[config.mk]
export PLATFORM = sky130hd
export DESIGN_NAME = beacon_period_classifier
export DESIGN_NICKNAME = d
export VERILOG_FILES = /design/src/hdl/bpc_pkg.sv /design/src/hdl/beacon_period_classifier.sv /design/src/hdl/bpc_ctrl.sv /design/src/hdl/bpc_dpath.sv
export SDC_FILE = /design/constraint.sdc
export NUM_CORES = 1
export LEC_CHECK = 0
export BUFFER_PORTS_ARGS = -buffer_cell sky130_fd_sc_hd__clkbuf_2
export CAP_MARGIN = 20
export CORE_ASPECT_RATIO = 0.7
export CORE_UTILIZATION = 64
export CTS_CLUSTER_SIZE = 16
export DETAILED_ROUTE_END_ITERATION = 8
export GPL_TIMING_DRIVEN = 0
export PLACE_DENSITY = 0.82
export SLEW_MARGIN = 25
export SYNTH_ARGS = -nofsm -noshare
export SYNTH_HDL_FRONTEND = slang
export SYNTH_SLANG_ARGS = --single-unit
[constraint.sdc]
create_clock -name clk -period 5.99 [get_ports clk]
set_input_delay 0.8985 -clock clk [delete_from_list [all_inputs] [get_ports clk]]
set_output_delay 0.8985 -clock clk [all_outputs]
set_load 0.02 [all_outputs]
[src/hdl/bpc_pkg.sv]
// shared types and constants of the beacon period classifier
package bpc_pkg;

  typedef enum logic [2:0] {
    ST_IDLE,
    ST_DECODE,
    ST_DIV,
    ST_CLASS,
    ST_HIT,
    ST_LOSS_F,
    ST_LOSS_R
  } bpc_state_t;

  localparam logic [1:0] REQ_FRONT = 2'd0;
  localparam logic [1:0] REQ_REAR  = 2'd1;
  localparam logic [1:0] REQ_TICK  = 2'd2;

  localparam logic [2:0] REG_TICKS_PER_MS = 3'd0;
  localparam logic [2:0] REG_PERIOD_ONE   = 3'd1;
  localparam logic [2:0] REG_PERIOD_TWO   = 3'd2;
  localparam logic [2:0] REG_PERIOD_THREE = 3'd3;
  localparam logic [2:0] REG_PERIOD_FOUR  = 3'd4;
  localparam logic [2:0] REG_NO_BEACON    = 3'd5;

  localparam logic [15:0] RST_TICKS_PER_MS = 16'd1500;
  localparam logic [15:0] RST_PERIOD_ONE   = 16'd20;
  localparam logic [15:0] RST_PERIOD_TWO   = 16'd18;
  localparam logic [15:0] RST_PERIOD_THREE = 16'd16;
  localparam logic [15:0] RST_PERIOD_FOUR  = 16'd14;
  localparam logic [31:0] RST_NO_BEACON    = 32'd33000;

  localparam logic [15:0] PERIOD_SAT  = 16'hFFFF;
  localparam logic [2:0]  BEACON_LOST = 3'd0;
  localparam int          NUM_BEACONS = 4;
  localparam logic [4:0]  DIV_LAST    = 5'd31;

  typedef struct packed {
    logic capture;
    logic div_start;
    logic div_step;
    logic classify;
    logic loss_eval;
    logic push;
    logic push_chan;
    logic push_loss;
    logic push_last;
  } bpc_cmd_t;

  typedef struct packed {
    logic [1:0] req;
    logic       div_done;
    logic       hit;
    logic       lose_front;
    logic       lose_rear;
    logic       out_free;
  } bpc_status_t;

endpackage

[src/hdl/beacon_period_classifier.sv]
// beacon period classifier: edge words take one restoring divider step per cycle,
// a new edge word or tick is taken only once the last word has been handled,
// one output register lets the next word in while a result waits,
// rst_n is synchronous: settings return to defaults, beacon state clears
module beacon_period_classifier (
  input  logic        clk,
  input  logic        rst_n,
  input  logic        cfg_we,
  input  logic [2:0]  cfg_addr,
  input  logic [31:0] cfg_wdata,
  input  logic        in_tvalid,
  output logic        in_tready,
  input  logic [39:0] in_tdata,   // capture_time, mode_allows, zero pad
  input  logic [1:0]  in_tuser,   // req_type
  output logic        out_tvalid,
  input  logic        out_tready,
  output logic [7:0]  out_tdata,  // beacon, zero pad
  output logic        out_tuser,  // channel
  output logic        out_tlast
);
  import bpc_pkg::*;

  bpc_cmd_t    cmd;
  bpc_status_t status;

  bpc_ctrl u_ctrl (
    .clk      (clk),
    .rst_n    (rst_n),
    .in_valid (in_tvalid),
    .in_ready (in_tready),
    .cmd      (cmd),
    .status   (status)
  );

  bpc_dpath u_dpath (
    .clk        (clk),
    .rst_n      (rst_n),
    .cfg_we     (cfg_we),
    .cfg_addr   (cfg_addr),
    .cfg_wdata  (cfg_wdata),
    .in_tdata   (in_tdata),
    .in_tuser   (in_tuser),
    .out_tvalid (out_tvalid),
    .out_tready (out_tready),
    .out_tdata  (out_tdata),
    .out_tuser  (out_tuser),
    .out_tlast  (out_tlast),
    .cmd        (cmd),
    .status     (status)
  );

endmodule

[src/hdl/bpc_ctrl.sv]
// sequencing state machine of the beacon period classifier
module bpc_ctrl (
  input  logic                  clk,
  input  logic                  rst_n,
  input  logic                  in_valid,
  output logic                  in_ready,
  output bpc_pkg::bpc_cmd_t     cmd,
  input  bpc_pkg::bpc_status_t  status
);
  import bpc_pkg::*;

  bpc_state_t state_r;
  bpc_state_t state_nxt;

  always_ff @(posedge clk) begin
    if (!rst_n) begin
      state_r <= ST_IDLE;
    end else begin
      state_r <= state_nxt;
    end
  end

  always_comb begin
    cmd       = '0;
    in_ready  = 1'b0;
    state_nxt = state_r;
    case (state_r)
      ST_IDLE: begin
        in_ready = 1'b1;
        if (in_valid) begin
          cmd.capture = 1'b1;
          state_nxt   = ST_DECODE;
        end
      end
      ST_DECODE: begin
        case (status.req) inside
          REQ_FRONT, REQ_REAR: begin
            cmd.div_start = 1'b1;
            state_nxt     = ST_DIV;
          end
          REQ_TICK: begin
            cmd.loss_eval = 1'b1;
            state_nxt     = ST_LOSS_F;
          end
          default: begin
            state_nxt = ST_IDLE;
          end
        endcase
      end
      ST_DIV: begin
        cmd.div_step = 1'b1;
        if (status.div_done) begin
          state_nxt = ST_CLASS;
        end
      end
      ST_CLASS: begin
        cmd.classify = 1'b1;
        state_nxt    = ST_HIT;
      end
      ST_HIT: begin
        if (!status.hit) begin
          state_nxt = ST_IDLE;
        end else if (status.out_free) begin
          cmd.push      = 1'b1;
          cmd.push_chan = status.req[0];
          cmd.push_last = 1'b1;
          state_nxt     = ST_IDLE;
        end
      end
      ST_LOSS_F: begin
        if (!status.lose_front) begin
          state_nxt = ST_LOSS_R;
        end else if (status.out_free) begin
          cmd.push      = 1'b1;
          cmd.push_loss = 1'b1;
          cmd.push_last = !status.lose_rear;
          state_nxt     = ST_LOSS_R;
        end
      end
      ST_LOSS_R: begin
        if (!status.lose_rear) begin
          state_nxt = ST_IDLE;
        end else if (status.out_free) begin
          cmd.push      = 1'b1;
          cmd.push_chan = 1'b1;
          cmd.push_loss = 1'b1;
          cmd.push_last = 1'b1;
          state_nxt     = ST_IDLE;
        end
      end
      default: begin
        state_nxt = ST_IDLE;
      end
    endcase
  end

endmodule

[src/hdl/bpc_dpath.sv]
// datapath: settings, channel state, serial divider, matcher and output register
module bpc_dpath (
  input  logic                  clk,
  input  logic                  rst_n,
  input  logic                  cfg_we,
  input  logic [2:0]            cfg_addr,
  input  logic [31:0]           cfg_wdata,
  input  logic [39:0]           in_tdata,
  input  logic [1:0]            in_tuser,
  output logic                  out_tvalid,
  input  logic                  out_tready,
  output logic [7:0]            out_tdata,
  output logic                  out_tuser,
  output logic                  out_tlast,
  input  bpc_pkg::bpc_cmd_t     cmd,
  output bpc_pkg::bpc_status_t  status
);
  import bpc_pkg::*;

  logic [15:0] ticks_r;
  logic [15:0] period_r [NUM_BEACONS];
  logic [31:0] no_beacon_r;

  logic [1:0]  req_r;
  logic [31:0] time_r;
  logic        allow_r;

  logic [2:0]  seen_r [2];
  logic [31:0] last_time_r [2];
  logic [15:0] last_period_r [2];

  logic [15:0] rem_r;
  logic [31:0] dvd_r;
  logic [4:0]  cnt_r;
  logic [2:0]  hit_r;
  logic        lose_f_r;
  logic        lose_rr_r;

  logic        out_valid_r;
  logic        out_chan_r;
  logic [2:0]  out_beacon_r;
  logic        out_last_r;

  logic        ch;
  logic [16:0] rem_shift;
  logic        q_bit;
  logic [15:0] rem_nxt;
  logic [31:0] dvd_nxt;
  logic [15:0] period;
  logic [2:0]  match;
  logic [15:0] pm1;
  logic        lose_f_nxt;
  logic        lose_r_nxt;
  logic        out_free;

  assign ch = req_r[0];

  // one restoring step per cycle
  always_comb begin
    rem_shift = {rem_r, dvd_r[31]};
    q_bit     = (rem_shift >= {1'b0, ticks_r});
    rem_nxt   = q_bit ? 16'(rem_shift - {1'b0, ticks_r}) : rem_shift[15:0];
    dvd_nxt   = {dvd_r[30:0], q_bit};
  end

  always_comb begin
    period = ((ticks_r == '0) || (dvd_r[31:16] != '0)) ? PERIOD_SAT : dvd_r[15:0];
    match  = BEACON_LOST;
    pm1    = '0;
    for (int k = NUM_BEACONS - 1; k >= 0; k--) begin
      pm1 = period_r[k] - 16'd1;
      if ((seen_r[ch] != 3'(k + 1)) && ((period == period_r[k]) || (period == pm1))) begin
        match = 3'(k + 1);
      end
    end
  end

  assign lose_f_nxt = (seen_r[0] != BEACON_LOST) && ((time_r - last_time_r[0]) > no_beacon_r);
  assign lose_r_nxt = (seen_r[1] != BEACON_LOST) && ((time_r - last_time_r[1]) > no_beacon_r);

  assign out_free = !out_valid_r || out_tready;

  always_ff @(posedge clk) begin
    if (!rst_n) begin
      ticks_r        <= RST_TICKS_PER_MS;
      period_r[0]    <= RST_PERIOD_ONE;
      period_r[1]    <= RST_PERIOD_TWO;
      period_r[2]    <= RST_PERIOD_THREE;
      period_r[3]    <= RST_PERIOD_FOUR;
      no_beacon_r    <= RST_NO_BEACON;
      seen_r[0]      <= BEACON_LOST;
      seen_r[1]      <= BEACON_LOST;
      last_time_r[0] <= '0;
      last_time_r[1] <= '0;
      last_period_r[0] <= '0;
      last_period_r[1] <= '0;
      req_r          <= '0;
      hit_r          <= BEACON_LOST;
      lose_f_r       <= 1'b0;
      lose_rr_r      <= 1'b0;
      cnt_r          <= '0;
      out_valid_r    <= 1'b0;
    end else begin
      if (cfg_we) begin
        case (cfg_addr)
          REG_TICKS_PER_MS: ticks_r     <= cfg_wdata[15:0];
          REG_PERIOD_ONE:   period_r[0] <= cfg_wdata[15:0];
          REG_PERIOD_TWO:   period_r[1] <= cfg_wdata[15:0];
          REG_PERIOD_THREE: period_r[2] <= cfg_wdata[15:0];
          REG_PERIOD_FOUR:  period_r[3] <= cfg_wdata[15:0];
          REG_NO_BEACON:    no_beacon_r <= cfg_wdata;
          default: ;
        endcase
      end
      if (cmd.capture) begin
        req_r <= in_tuser;
      end
      if (cmd.div_start) begin
        cnt_r           <= '0;
        hit_r           <= BEACON_LOST;
        last_time_r[ch] <= time_r;
      end
      if (cmd.div_step) begin
        cnt_r <= cnt_r + 5'd1;
      end
      if (cmd.classify && allow_r && (period != last_period_r[ch])) begin
        last_period_r[ch] <= period;
        hit_r             <= match;
        if (match != BEACON_LOST) begin
          seen_r[ch] <= match;
        end
      end
      if (cmd.loss_eval) begin
        lose_f_r  <= lose_f_nxt;
        lose_rr_r <= lose_r_nxt;
        if (lose_f_nxt) begin
          seen_r[0] <= BEACON_LOST;
        end
        if (lose_r_nxt) begin
          seen_r[1] <= BEACON_LOST;
        end
      end
      if (cmd.push) begin
        out_valid_r <= 1'b1;
      end else if (out_tready) begin
        out_valid_r <= 1'b0;
      end
    end
  end

  // payload registers
  always_ff @(posedge clk) begin
    if (cmd.capture) begin
      time_r  <= in_tdata[31:0];
      allow_r <= in_tdata[32];
    end
    if (cmd.div_start) begin
      rem_r <= '0;
      dvd_r <= time_r - last_time_r[ch];
    end else if (cmd.div_step) begin
      rem_r <= rem_nxt;
      dvd_r <= dvd_nxt;
    end
    if (cmd.push) begin
      out_chan_r   <= cmd.push_chan;
      out_beacon_r <= cmd.push_loss ? BEACON_LOST : hit_r;
      out_last_r   <= cmd.push_last;
    end
  end

  assign status.req        = req_r;
  assign status.div_done   = (cnt_r == DIV_LAST);
  assign status.hit        = (hit_r != BEACON_LOST);
  assign status.lose_front = lose_f_r;
  assign status.lose_rear  = lose_rr_r;
  assign status.out_free   = out_free;

  assign out_tvalid = out_valid_r;
  assign out_tdata  = {5'd0, out_beacon_r};
  assign out_tuser  = out_chan_r;
  assign out_tlast  = out_last_r;

endmodule

# Yosys cells after proc, flatten, opt, wreduce, memory -nomap -nowiden
# Memory sizes are Yosys's and may differ from the RTL's. A register that Yosys moved wholly into a read port is not among the register bits.
# Index checks and enable logic that the tools add are counted.
[word_totals]
mem_count = 4
ramBits = 166
elab_cells = 206
reg_bits = 150
output_inout_bits = 12
[classes]
n_mux = 103
n_eq_ne = 30
n_reduce_logical = 35
n_addsub = 9
n_bitwise = 6
magnitude_cmp = 3
[mem_list]
columns = ["name", "depth", "width", "read_ports", "rd_clocked_by_memory_dff", "write_ports", "line_no", "source"]
rows = [
  ["u_dpath.last_time_r", 2, 32, 3, 1, 2, "bpc_dpath.sv:29", "logic [31:0] last_time_r [2];"],
  ["u_dpath.period_r", 4, 16, 4, 0, 4, "bpc_dpath.sv:21", "logic [15:0] period_r [NUM_BEACONS];"],
  ["u_dpath.last_period_r", 2, 16, 1, 1, 2, "bpc_dpath.sv:30", "logic [15:0] last_period_r [2];"],
  ["u_dpath.seen_r", 2, 3, 3, 1, 2, "bpc_dpath.sv:28", "logic [2:0] seen_r [2];"],
]
[op_table]
columns = ["op", "n"]
rows = [
  ["$eq 16x16->1", 8],
  ["$mux 16", 7],
  ["$mux 32", 3],
  ["$sub 32x32->32", 3],
  ["$gt 32x32->1", 2],
  ["$sub 16x1->16 const B", 4],
  ["$mux 1", 62],
  ["$mux 3", 18],
  ["$reduce_or 32->1", 1],
  ["$pmux 3 s7", 1],
  ["$ge 17x16->1", 1],
  ["$logic_not 16->1", 1],
  ["$ne 16x16->1", 1],
  ["$reduce_bool 16->1", 1],
  ["$reduce_or 16->1", 1],
  ["$sub 16x16->16", 1],
  ["$eq 3x3->1 const B", 5],
  ["$eq 3x2->1 const B", 4],
  ["$reduce_bool 3->1", 4],
  ["$mux 5", 2],
  ["$logic_and 1x1->1", 8],
  ["$mux 2", 4],
  ["$mux 4", 2],
  ["$eq 3x1->1 const B", 2],
  ["20 further kinds", 40],
]

# Logic depth before layout (Yosys ltp)
# Gate-level depths: netlist of run 1.
[depth]
depth_word = 17
ltp_mapped = 25
mapped_depth_nobuf = 25

# Modules after synthesis
# Synthesis of run 1 repeated with hierarchy kept, for this count alone.
[unflattened]
cells_unflattened = 2673
area_unflattened_um2 = 24048.1
[by_module_without_submodules]
columns = ["mod", "cells_each", "n_inst", "area_each_um2", "seq_area_each_um2"]
rows = [
  ["bpc_dpath", 2630, 1, 23702.7, 8648.3],
  ["bpc_ctrl", 43, 1, 345.3, 60.1],
]

# Worst setup path before layout of run 1
# Ideal clock, no wire load.
[synth_path]
path_type = "register to register"
start = "reg u_dpath.time_r[1]"
end = "mem u_dpath.seen_r[1][0] (enable)"
stages_incl_launch_ff = 20
path_slack_ns = 1.198
t_arrival_ns = 4.459
t_required_ns = 5.656
setup_time_ns = 0.334
period_less_slack_ns = 4.792
cell_sequence = "edfxtp_1 -> ha_1 -> nor2b_1 -> o31a_1 -> o41a_1 -> a211o_1 -> a211o_1 -> a31oi_1 -> o21ai_0 -> a31oi_1 -> nor3_1 -> a311o_1 -> ha_1 -> nand4_1 -> nor2_1 -> nand2_1 -> nor3_1 -> o21ai_0 -> a21o_1 -> o211ai_1"
[synth_lines]
columns = ["item", "line_no", "source"]
rows = [
  ["from (decl)", "bpc_dpath.sv:25", "logic [31:0] time_r;"],
  ["from (signal assigned)", "bpc_dpath.sv:154", "time_r <= in_tdata[31:0];"],
  ["to (decl)", "bpc_dpath.sv:28", ""],
]

==> flow_metrics.py, run 1 <==
metrics = {
    "run_status": {
        "status": "finished, final reports clean",
    },
    "route": {
        "wl_um": 80280,
        "drc_errors": 0,
        "drtPass1Iterations": 6,
        "post_drt_wl_per_cell_um": 24.66,
        "viasPerCell": 6.712,
        "dr_total_vias": 21850,
        "ant_nets": 0,
        "drtIter0Drc": 3004,
    },
    "placement": {
        "dp.cells": 3190,
        "dp.final_hpwl_um": 60620,
        "gp_congestion": 1.044,
        "io_buffers": 79,
    },
    "synthesis": {
        "synth-main-ff-cell": "edfxtp_1",
        "ys_async_sr_fraction": 0,
        "yosysMostFrequentCell": "nand2_1",
        "synth_cell_types": 95,
        "synth_area_per_cell_um2": 9.019,
        "syn-cell-area_um2": 23650,
        "synth_common_cells": "nand2_1, edfxtp_1, a21oi_1, ha_1, inv_1",
        "synth_top_area_frac": 0.2997,
        "synth_seq_cells": 317,
        "ys_warn_count": 0,
        "ys_seq_area_frac": 0.3683,
        "synth_edf_count": 236,
        "yosysTopAreaCell": "edfxtp_1",
        "ys_top_cells_by_area": "edfxtp_1, ha_1, dfxtp_1, xnor2_1, nand2_1",
        "postSynthCellCount": 2622,
    },
    "power_and_ir_drop": {
        "peakVddDrop_uv": 281.6,
        "sw_frac_of_total": 0.3753,
        "comb_power_share": 0.378,
        "clkPwrFrac": 0.274,
        "p_sw_mw": 3.013,
        "seqPwrFrac": 0.348,
        "p_per_area_nw_per_um2": 307.4,
        "power.static_leakage_nw": 10.17,
        "power.internal_mw": 5.016,
    },
    "cells_and_area": {
        "drive_gt1_frac": 0.08934,
        "syn2layout_area_growth_pct": 10.43,
        "finish.utilization": 0.7226,
        "antennaDiodeCount": 0,
        "final_cells": 3256,
        "final_nets": 3016,
    },
    "floorplanning": {
        "rows": 58,
        "die-area_um2": 37730,
        "start_util": 0.6543,
        "core_area_um2": 36140,
        "top_level_ports": 94,
        "die_y_um": 162.8,
        "fp.dieW_um": 231.8,
    },
    "clock_tree": {
        "htree_levels": 2,
        "clk_pin_slew_ns": 0.06,
        "cts_hold_buf": 0,
        "cts_sinks": 317,
        "cts_tree": "built",
        "cts_buffer_depth": 3,
        "cts_root_buffer": "clkbuf_16",
        "cts-buffers-inserted": 34,
        "clk_latency_ns": 0.55,
    },
    "timing": {
        "max_freq_mhz": 170.2,
        "min_period_over_period": 0.9812,
        "hold_slack_ns": 0.4592,
        "min_period_ns": 5.877,
        "finClkSkew_ns": 0.03578,
        "setup_viol_count_final": 0,
        "drv_slew": 0,
        "worstMarginPinSlew_ns": 1.100,
        "hold_violations": 0,
        "relSlewSlack": 0.2600,
        "fin_tns_setup_ns": 0,
    },
    "job": {
        "cap_violations": 0,
    },
    "setup_path": {
        "crit_path_end_kind": "register",
        "cp.arrival_ns": 6.06,
        "path_cells": "ha_1 > nor2b_1 > o31a_1 > o41a_1 > a211o_1 > a211o_1 > a31oi_4 > o21ai_0 > a31oi_2 > nor3_1 > a311o_1 > ha_1 > nand4_1 > nor2_2 > nand2_1 > nor3_4 > o21ai_2 > a21o_1 > o211ai_1",
        "max_stage_delay_ns": 0.54,
        "cp.required_ns": 6.18,
        "slowest_stage": "edfxtp_1",
        "critical_path_class": "reg -> reg",
        "crit_path_max_fanout": 6,
        "start_kind": "register",
    },
    "grt": {
        "grt_usage": 0.4174,
        "grt_pass1_wl_um": 118900,
        "antenna_found_initial": 2,
        "grt_overflow": 0,
        "first_global_vias": 20320,
        "grt_max_degree": 35,
    },
    "min_path": {
        "hold_class": "reg -> reg",
    },
}
==> final timing paths <==
check	start	endpoint	slack [ns]	depth (start not counted)
setup / recovery	u_dpath.time_r[1]	u_dpath.seen_r[1][2]	0.11	19
hold / removal	u_dpath.cnt_r[3]	u_dpath.cnt_r[3]	0.46	1
hold reg to reg	u_dpath.cnt_r[3]	u_dpath.cnt_r[3]	0.46	1
setup reg to reg	u_dpath.time_r[1]	u_dpath.seen_r[1][2]	0.11	19
==> logic make-up (layout without fill, tap and decap cells) <==
kind of cell,after synthesis,after routing,synth area share
AND/OR/NAND/NOR,893,893,0.1943
AO/OA/AOI/OAI,634,634,0.1729
flip-flops,317,317,0.3683
buffers and inverters,308,458,0.05349
XOR/XNOR,207,207,0.07847
adder cells (fa/ha/maj),183,183,0.09810
multiplexers,79,79,0.03439
other,1,5,0.0001586
==> final cells by class <==
cell class | instances | area (um2)
repair buffers | 89 | 534.3
flip-flops and latches | 317 | 8708
fillers | 2673 | 10020
multi-input cells | 2001 | 13880
plain buffers | 131 | 601.8
clock inverters | 14 | 123.9
well taps | 480 | 600.6
inverters | 177 | 664.4
clock buffers | 47 | 1002
==> state kept, by name, summed over array words and instances, names as in the netlist, 2 cells and up, named ones only <==
register / count
u_dpath.last_time_r: 64
u_dpath.rem_r: 16
u_dpath.seen_r: 6
u_dpath.req_r: 2
u_dpath.time_r: 32
u_dpath.hit_r: 3
u_ctrl.state_r: 3
u_dpath.out_beacon_r: 3
u_dpath.no_beacon_r: 32
u_dpath.cnt_r: 5
u_dpath.last_period_r: 32
u_dpath.period_r: 64
u_dpath.dvd_r: 32
u_dpath.ticks_r: 16
==> stage by stage <==
step           setup slack, ns  cell area, um2  power, mW
6_report                0.1129           26120      8.029
3_5_place_dp            -1.128           24840      5.656
4_1_cts                0.07245           26030      7.842
5_1_grt               -0.01264           26120      8.324
2_1_floorplan            1.198           23660      4.784
3_3_place_gp            -1.113           24660      5.516
==> repair_timing <==
action	in CTS	in global routing
gates resized for setup	9	10
buffers inserted	1	4
hold endpoints to repair	0	0
endpoints found under the setup margin	8	7
pin swaps	2	3
==> power by group through the flow <==
stage / combinational, mW / clock [mW] / sequential [mW]
after floorplan: 2.03 / 0 / 2.75
after global placement: 2.69 / 0 / 2.83
after detailed placement: 2.83 / 0 / 2.82
after CTS: 2.88 / 2.18 / 2.78
after global routing: 3.24 / 2.27 / 2.81
final: 3.03 / 2.20 / 2.79
==> layer usage <==
| layer | part of all wire | vias to the layer above | wire, um | GRT usage |
|---|---|---|---|---|
| met5 | 0.00016 | - | 13 | 0 |
| met4 | 0.031 | 2 | 2490 | 0.1262 |
| met3 | 0.14 | 206 | 11290 | 0.1229 |
| met2 | 0.40 | 1445 | 32380 | 0.5966 |
| met1 | 0.42 | 10420 | 34110 | 0.6047 |
| li1 | - | 9780 | - | - |
==> layout by cell type (no fill, tap or decap), types with 58 or more instances in the layout <==
master	count
xor2_1	79
mux2i_1	61
nor3_1	59
a21oi_1	186
dfxtp_1	81
nor2_1	160
xnor2_1	125
inv_1	173
clkbuf_2	80
o21ai_0	124
nand2_1	251
a21o_1	58
edfxtp_1	236
ha_1	179
clkbuf_1	97
and2_1	129
==> critical path, delay by kind of cell, from the launching register on <==
family          cells  cell delay (ns)
fa+ha+maj           2             0.64
compound gates     11             3.19
flops               1             0.54
simple gates        6             1.14
(Power assumes the default switching activity.)
==> run 2: changes to the inputs <==
--- a/config.mk
+++ b/config.mk
@@ -8,11 +8,11 @@
 export BUFFER_PORTS_ARGS = -buffer_cell sky130_fd_sc_hd__clkbuf_2
 export CAP_MARGIN = 20
 export CORE_ASPECT_RATIO = 0.7
-export CORE_UTILIZATION = 64
+export CORE_UTILIZATION = 35
 export CTS_CLUSTER_SIZE = 16
 export DETAILED_ROUTE_END_ITERATION = 8
 export GPL_TIMING_DRIVEN = 0
-export PLACE_DENSITY = 0.82
+export HOLD_SLACK_MARGIN = 0.02
 export SLEW_MARGIN = 25
 export SYNTH_ARGS = -nofsm -noshare
 export SYNTH_HDL_FRONTEND = slang
==> flow_metrics.py, run 2 (same netlist as run 1, synthesis figures left out) <==
metrics = {
    "clock_tree": {
        "cts_sinks": 317,
        "htree_levels": 2,
        "cts_root_buffer": "clkbuf_16",
        "clk_pin_slew_ns": 0.06,
        "cts-buffers-inserted": 38,
        "cts_tree": "built",
        "cts_hold_buf": 0,
        "cts_buffer_depth": 3,
        "clk_latency_ns": 0.59,
    },
    "setup_path": {
        "cp.required_ns": 6.12,
        "r2r_start": "u_dpath.ticks_r[9]",
        "max_stage_delay_ns": 0.73,
        "r2r_slack_ns": 0.17,
        "critical_path_buf_inv_count": 3,
        "rr_endpoint": "u_dpath.last_period_r[1][8]",
        "critical_path_class": "reg -> reg",
        "crit_path_end_kind": "register",
        "path_cells": "nor4_1 > nand4_1 > nand2_2 > buf_2 > buf_1 > nand3_1 > a21oi_1 > nand3_1 > o31ai_1 > nor2_1 > nand2_1 > buf_2 > nand2_1",
        "rr_worst_depth": 13,
        "start_kind": "register",
        "slowest_stage": "buf_1",
        "cp.arrival_ns": 5.95,
        "crit_path_max_fanout": 16,
        "critPathTopFamily": "simple AND/OR/NAND/NOR gates",
    },
    "grt": {
        "grt_max_degree": 37,
        "antenna_found_initial": 9,
        "grt_pass1_wl_um": 117200,
        "grt_usage": 0.2256,
        "grt_overflow": 0,
        "first_global_vias": 18850,
    },
    "cells_and_area": {
        "fin_area_um2": 26790,
        "syn2layout_area_growth_pct": 13.27,
        "fillCellCount": 6640,
        "final_nets": 3020,
        "final_common_cell": "nand2_1",
        "drive_gt1_frac": 0.09228,
        "final_cell_mix": "nand2_1, edfxtp_1, a21oi_1, ha_1, inv_1",
        "reg_top3": "u_dpath.last_time_r x64, u_dpath.period_r x64",
    },
    "power_and_ir_drop": {
        "power.internal_mw": 5.185,
        "sw_frac_of_total": 0.3659,
        "peakVddDrop_uv": 177.7,
        "power.static_leakage_nw": 10.24,
        "comb_power_share": 0.356,
        "clkPwrFrac": 0.304,
        "seqPwrFrac": 0.340,
        "p_sw_mw": 2.991,
        "p_per_area_nw_per_um2": 305.2,
    },
    "route": {
        "drtIter0Drc": 2397,
        "dr_total_vias": 20450,
        "wl_um": 78630,
        "viasPerCell": 5.562,
        "post_drt_wl_per_cell_um": 21.38,
        "drc_errors": 0,
        "ant_nets": 0,
        "drtPass1Iterations": 6,
    },
    "timing": {
        "min_period_over_period": 0.9708,
        "drv_slew": 0,
        "relSlewSlack": 0.2833,
        "layout_setup_ws_ns": 0.1747,
        "setup_viol_count_final": 0,
        "rsz0062_at_grt": "no",
        "min_period_ns": 5.815,
        "finClkSkew_ns": 0.03185,
        "worstMarginPinSlew_ns": 1.075,
        "max_freq_mhz": 172.0,
        "hold_violations": 0,
    },
    "floorplanning": {
        "start_util": 0.3550,
        "top_level_ports": 94,
        "die_y_um": 219.5,
        "fp.dieW_um": 312.7,
        "rows": 79,
        "die-area_um2": 68630,
        "core_area_um2": 66620,
    },
    "job": {
        "cap_violations": 0,
    },
    "min_path": {
        "hold_path_startpoint": "u_dpath.no_beacon_r[23]",
        "hold_path_end": "u_dpath.no_beacon_r[23]",
        "hold_class": "reg -> reg",
        "hold_depth": 2,
    },
    "placement": {
        "pre_cts_ws_ns": -0.5560,
        "gp_congestion": 0.9681,
        "dp.final_hpwl_um": 59790,
        "place_area_um2": 25330,
        "io_buffers": 79,
    },
    "run_status": {
        "status": "finished, final reports clean",
    },
}
[run 2: changes by cell type in the layout (fill, tap and decap cells not counted), sizes merged]
cell,previous run,this run
inv,176,177
clkinvlp,1,2
bufinv,2,5
diode,0,1
clkinv,12,14
clkbuf,224,226
[run 2: final cells by class]
| cell class | instances | area (um2) | area share |
|---|---|---|---|
| well taps | 891 | 1115 | 0.04162 |
| diodes | 1 | 2.502 | 0.00009342 |
| clock buffers | 49 | 1033 | 0.03858 |
| repair buffers | 89 | 518.0 | 0.01934 |
| multi-input cells | 2001 | 13870 | 0.5179 |
| flip-flops and latches | 317 | 8708 | 0.3251 |
| inverters | 177 | 664.4 | 0.02480 |
| plain buffers | 131 | 604.3 | 0.02256 |
| clock inverters | 21 | 267.8 | 0.009996 |
[run 2: worst register-to-register path: stages (launching register included)]
cell     delay (ns)
dfxtp_1        0.33
nor4_1         0.44
nand4_1        0.58
nand2_2        0.50
buf_2          0.36
buf_1          0.74
nand3_1        0.20
a21oi_1        0.23
nand3_1        0.10
o31ai_1        0.52
nor2_1         0.20
nand2_1        0.34
buf_2          0.31
nand2_1        0.50
[run 2: worst max path at each step]
stage                                   from                           to  slack (ns)  cells past startpoint
after floorplan            u_dpath.time_r[1]         u_dpath.seen_r[1][0]        1.20                     19
after global placement     u_dpath.time_r[0]         u_dpath.seen_r[1][2]       -0.72                     22
after detailed placement   u_dpath.time_r[1]         u_dpath.seen_r[1][1]       -0.56                     19
after CTS                  u_dpath.time_r[0]         u_dpath.seen_r[1][0]        0.07                     22
after global routing       u_dpath.time_r[0]         u_dpath.seen_r[0][1]        0.04                     23
final                     u_dpath.ticks_r[9]  u_dpath.last_period_r[1][8]        0.17                     13
[run 2: routing by layer]
layer | GRT usage | part of all wire | vias up
li1 | - | - | 9784
met1 | 0.3506 | 0.49 | 9711
met2 | 0.3074 | 0.38 | 860
met3 | 0.05458 | 0.11 | 96
met4 | 0.04846 | 0.018 | 2
met5 | 0 | 0.00015 | -
[run 2: power groups by stage]
stage	clock network [mW]	registers, mW	logic (mW)
6_report	2.48	2.78	2.91
5_1_grt	2.60	2.80	3.19
4_1_cts	2.52	2.78	2.84
3_5_place_dp	0	2.82	2.80
3_3_place_gp	0	2.83	2.76
2_1_floorplan	0	2.75	2.03
[run 2: per-stage QoR]
stage	TNS [ns]	hold WS, ns	instances	utilization	power (mW)
floorplan	0	0.4229	2626	-	4.784
detailed placement	-2.457	0.4468	3601	0.3802	5.621
finish	0	0.4546	3677	0.4021	8.176
CTS	0	0.4510	3672	0.4006	8.132
global route	0	0.4648	3676	0.4020	8.596
global placement	-40.55	0.4453	3596	0.3779	5.597
[run 2: repair_timing]
action / in CTS / in global routing
cloned: 0 / 0
pin swaps: 1 / 3
resized for setup: 8 / 8
endpoints found under the setup margin: 7 / 7
buffers inserted: 1 / 4
